==> src/hdl/brn_pkg.sv <==
// ----------------------------------------------------------------------------
// Block spin renormalizer - package
// Word types, opcodes, register indexes and field widths.
// ----------------------------------------------------------------------------
package brn_pkg;

    localparam int COORD_W = 6;
    localparam int COUNT_W = 7;
    localparam int UPS_W   = 3;

    localparam logic [COUNT_W-1:0] COUNT_RESET = 7'd64;

    localparam logic OP_WRITE = 1'b0;
    localparam logic OP_READ  = 1'b1;

    localparam logic MODE_MAJORITY = 1'b0;
    localparam logic MODE_DECIMATE = 1'b1;

    localparam logic [1:0] REG_MODE      = 2'd0;
    localparam logic [1:0] REG_ROW_COUNT = 2'd1;
    localparam logic [1:0] REG_COL_COUNT = 2'd2;

    typedef struct packed {
        logic               op;
        logic [COORD_W-1:0] row;
        logic [COORD_W-1:0] col;
        logic               spin_up;
    } t_cmd;

    typedef struct packed {
        logic             block_spin_up;
        logic [UPS_W-1:0] ups_in_block;
    } t_res;

endpackage

==> src/hdl/brn_divmod.sv <==
// ----------------------------------------------------------------------------
// Block spin renormalizer - remainder unit
// Restoring division, one quotient bit per cycle; returns the remainder.
// ----------------------------------------------------------------------------
module brn_divmod (
    input  logic                        i_clk,
    input  logic                        i_rst_n,
    input  logic                        i_start,
    input  logic [brn_pkg::COUNT_W-1:0] i_dividend,
    input  logic [brn_pkg::COUNT_W-1:0] i_divisor,
    output logic                        o_done,
    output logic [brn_pkg::COUNT_W-1:0] o_rem
);

    localparam int W  = brn_pkg::COUNT_W;
    localparam int CW = $clog2(W + 1);

    logic          r_busy, n_busy;
    logic          r_done, n_done;
    logic [CW-1:0] r_cnt,  n_cnt;
    logic [W-1:0]  r_rem,  n_rem;
    logic [W-1:0]  r_dvd,  n_dvd;
    logic [W-1:0]  r_div,  n_div;
    logic [W:0]    trial;

    assign trial = {r_rem, r_dvd[W-1]};

    always_comb begin
        n_busy = r_busy;
        n_done = 1'b0;
        n_cnt  = r_cnt;
        n_rem  = r_rem;
        n_dvd  = r_dvd;
        n_div  = r_div;
        if (i_start) begin
            n_busy = 1'b1;
            n_cnt  = CW'(W);
            n_rem  = '0;
            n_dvd  = i_dividend;
            n_div  = i_divisor;
        end else if (r_busy) begin
            if (trial >= {1'b0, r_div}) begin
                n_rem = W'(trial - {1'b0, r_div});
            end else begin
                n_rem = trial[W-1:0];
            end
            n_dvd = {r_dvd[W-2:0], 1'b0};
            n_cnt = r_cnt - 1'b1;
            if (r_cnt == CW'(1)) begin
                n_busy = 1'b0;
                n_done = 1'b1;
            end
        end
    end

    always_ff @(posedge i_clk) begin
        if (!i_rst_n) begin
            r_busy <= 1'b0;
            r_done <= 1'b0;
            r_cnt  <= '0;
        end else begin
            r_busy <= n_busy;
            r_done <= n_done;
            r_cnt  <= n_cnt;
        end
    end

    always_ff @(posedge i_clk) begin
        r_rem <= n_rem;
        r_dvd <= n_dvd;
        r_div <= n_div;
    end

    assign o_done = r_done;
    assign o_rem  = r_rem;

endmodule

==> config.mk <==
export PLATFORM = sky130hd
export DESIGN_NAME = brn_divmod
export DESIGN_NICKNAME = d
export VERILOG_FILES = /design/src/hdl/brn_pkg.sv /design/src/hdl/brn_divmod.sv
export SDC_FILE = /design/constraint.sdc
export NUM_CORES = 1
export LEC_CHECK = 0
export BUFFER_PORTS_ARGS = -buffer_cell sky130_fd_sc_hd__buf_2
export CORE_UTILIZATION = 59
export CTS_CLUSTER_SIZE = 25
export DETAILED_ROUTE_END_ITERATION = 12
export PLACE_DENSITY = 0.85
export SETUP_SLACK_MARGIN = 0.2
export SLEW_MARGIN = 20
export SYNTH_ARGS = -nofsm -noshare
export SYNTH_HDL_FRONTEND = slang
export SYNTH_SLANG_ARGS = --single-unit
==> constraint.sdc <==
create_clock -name i_clk -period 3.8 [get_ports i_clk]
set_clock_uncertainty 0.2 [all_clocks]
set_input_delay 0.57 -clock i_clk [delete_from_list [all_inputs] [get_ports i_clk]]
set_output_delay 0.57 -clock i_clk [all_outputs]
set_load 0.03 [all_outputs]
==> out/results.tsv <==
metric	value	unit
status	complete, no violations	
post-route-period-util	61.0	%
seq_power_share	56.3	%
critPathMaxFanout	5	
hold_violations	0	
min_period	2.32	ns
die_area	0.00274	sq mm
grt.total_usage	23.9	%
holdBufCountCts	0	
nFillCells	191	
insertedDiodeCount	0	
p_comb_share	22.9	%
grt_pass1_vias	1124	
ant_nets	0	
met2_usage	42.4	%
cp-start-kind	register	
clk_path_buf_depth	2	
p_sw	0.000174	W
ys_ff_latch	26	
clock_latency	0.34	ns
finalInstanceArea	0.00163	sq mm
pin_count	25	
grt_max_degree	33	
r2r_slack	1.48	ns
cts.repair.resized	0	
grt_first_pass_wirelength	4660	microns
cts-root-buf	clkbuf_4	
worst_slew_pin_slew	0.666	ns
dp_hpwl	2080	microns
drt_iter0_markers	33	
async_flop_share	0	%
seq_area	661	sq um
grt_antenna_before_repair	0	
firstDrtPassIters	4	
grt_overflow	0	
chipWidth	52.4	microns
ys_seq_area_share	44.1	%
hold_depth	1	
routed_via_density	5.84	
hold_class	input port to register	
path_class	register to register	
yosysWarnings	0	
irDropWorstVdd	0.000311	V
tritoncts	done	
setup_viol	0	
leakagePower	0.690	nW
drc	0	
r2r-end	o_rem[2]$_SDFFE_PP0P_	
synthesis.area	0.00150	sq mm
regToRegStartpoint	r_dvd[6]$_DFFE_PP_	
drv_slew	0	
cp.required	3.86	ns
maxSlewHeadroom	55.5	%
rsz0062_at_grt	false	
yosys.cell_types.count	45	
timing.fmax	432	MHz
avgSynthCellArea	10.2	sq um
grtUsageMet1	25.5	%
p_clk_share	20.8	%
maxCapViolCount	0	
gr-max-usage-layer	met2	
htree_levels	1	
syn_to_final_growth	8.78	%
multiInputGateArea	741	sq um
worstHoldStart	i_divisor[5]	
dieHeight	52.4	microns
fin_tns_setup	0	ns
wirelength	2770	microns
dpl-instance-area	0.00160	sq mm
sw_frac_of_total	29.2	%
power_per_cell_area	365	mW/mm^2
layout-drive-gt1-share	25.4	%
cp.arrival	2.38	ns
syn-num-nets	174	
endpoint_kind	register	
synth_edf_count	14	
vias	1150	
routabilityCongestion	0.874	
syn_inst	147	
start_util	65.1	%
power.internal	0.000421	W
numCtsBuffers	3	
wire_per_inst	14.1	microns
reg2reg_depth	8	
min_to	r_div[5]$_DFFE_PP_	
synth_ff_type	edfxtp_1	
placementRows	17	
cts.sinks	26	
use_met3	4.93	%
port_buffers	24	
clk_pin_slew_worst_paths	0.15	ns
core_area	0.00230	sq mm
postCtsSetupBuffers	0	
layout.nets	197	
-- metal layers --
| layer | vias to the layer above | wire length, microns |
|---|---|---|
| li1 | 571 | - |
| met1 | 516 | 1110 |
| met3 | 15 | 131 |
| met2 | 48 | 1420 |
| met4 | 0 | 106 |
| met5 | - | 0 |
-- metrics by stage --
stage | total power [W] | util (%) | instances | worst slack, ns | hold slack [ns]
2_1_floorplan | 0.000444 | - | 147 | 1.71 | 0.317
3_3_place_gp | 0.000467 | 69.7 | 193 | 1.66 | 0.320
3_5_place_dp | 0.000475 | 69.7 | 193 | 1.51 | 0.336
4_1_cts | 0.000594 | 70.9 | 197 | 1.48 | 0.199
5_1_grt | 0.000622 | 70.9 | 197 | 1.36 | 0.186
6_report | 0.000594 | 70.9 | 197 | 1.48 | 0.194
-- state kept, by name (all words and copies together) (netlist names) --
| name | cells |
|---|---|
| r_div | 7 |
| r_busy | 1 |
| o_rem | 7 |
| r_cnt | 3 |
| o_done | 1 |
| r_dvd | 7 |
-- cell usage after synthesis (all sizes together) (2+ instances only) --
master	n	area, sq um
a211oi	3	27.5
a21o	2	16.3
a21oi	3	18.8
a311oi	2	23.8
a31oi	5	31.3
and2	2	12.5
buf	4	41.3
clkbuf	2	8.75
dfxtp	12	240
edfxtp	14	420
ha	9	113
inv	12	45.0
mux2	7	78.8
nand2	10	37.5
nand2b	2	12.5
nand3	5	25.0
nor2	17	63.8
nor2b	2	12.5
nor3	2	10.0
nor3b	5	37.5
o21ai	5	25.0
o31ai	2	15.0
or2	2	12.5
xnor2	4	35.0
-- how the worst max path moves through the flow --
stage / cells past startpoint / slack (ns) / endpoint / from
after floorplan: 8 / 1.71 / o_rem[2]$_SDFFE_PP0P_ / r_dvd[6]$_DFFE_PP_
after CTS: 8 / 1.48 / o_rem[2]$_SDFFE_PP0P_ / r_dvd[6]$_DFFE_PP_
final: 8 / 1.48 / o_rem[2]$_SDFFE_PP0P_ / r_dvd[6]$_DFFE_PP_
after global routing: 8 / 1.36 / o_rem[2]$_SDFFE_PP0P_ / r_dvd[6]$_DFFE_PP_
after detailed placement: 8 / 1.51 / o_rem[2]$_SDFFE_PP0P_ / r_dvd[6]$_DFFE_PP_
after global placement: 8 / 1.66 / o_rem[2]$_SDFFE_PP0P_ / r_dvd[6]$_DFFE_PP_
-- logic make-up (layout without fill, tap and decap cells) --
logic type,after synthesis,count (layout),share of synthesized area (%)
AND/OR/NAND/NOR,53,53,18.2
AO/OA/AOI/OAI,28,28,14.2
flip-flops,26,26,44.1
buffers and inverters,18,40,6.35
adder cells (fa/ha/maj),10,10,8.86
multiplexers,7,7,5.27
XOR/XNOR,5,5,2.93
-- cell type report --
type / count / area share, %
multi-input cells: 103 / 45.5
flip-flops and latches: 26 / 40.6
repair buffers: 24 / 7.38
inverters: 12 / 2.77
well taps: 28 / 2.15
clock buffers: 4 / 1.61
-- power groups by stage --
stage	Combinational (W)	Sequential (W)	Clock (W)
2_1_floorplan	0.000101	0.000342	0
3_3_place_gp	0.000127	0.000340	0
3_5_place_dp	0.000134	0.000341	0
4_1_cts	0.000136	0.000335	0.000123
5_1_grt	0.000150	0.000338	0.000133
6_report	0.000136	0.000335	0.000124
-- placed cells by master, fill, tap and decap left out, types with 2 or more instances in the layout --
cell type / instances
o21ai_1: 2
nor3_1: 2
o31ai_1: 2
ha_1: 9
edfxtp_1: 14
a31oi_1: 5
xnor2_1: 4
inv_1: 12
nor3b_1: 5
o21ai_0: 3
and2_1: 2
a211oi_1: 2
or2_2: 2
nand2_1: 10
clkbuf_4: 3
nor2b_1: 2
buf_2: 24
dfxtp_1: 12
nand2b_1: 2
mux2_2: 7
nand3_1: 5
nor2_1: 17
a21oi_1: 2
-- worst max-delay path: stages (launching register included) --
cell      delay, ns
edfxtp_1       0.41
inv_1          0.09
ha_1           0.17
inv_1          0.06
fa_1           0.41
nand3_1        0.17
a31oi_1        0.14
or4_1          0.49
o311ai_1       0.10
Note: power is estimated with default switching activity, not from simulation.
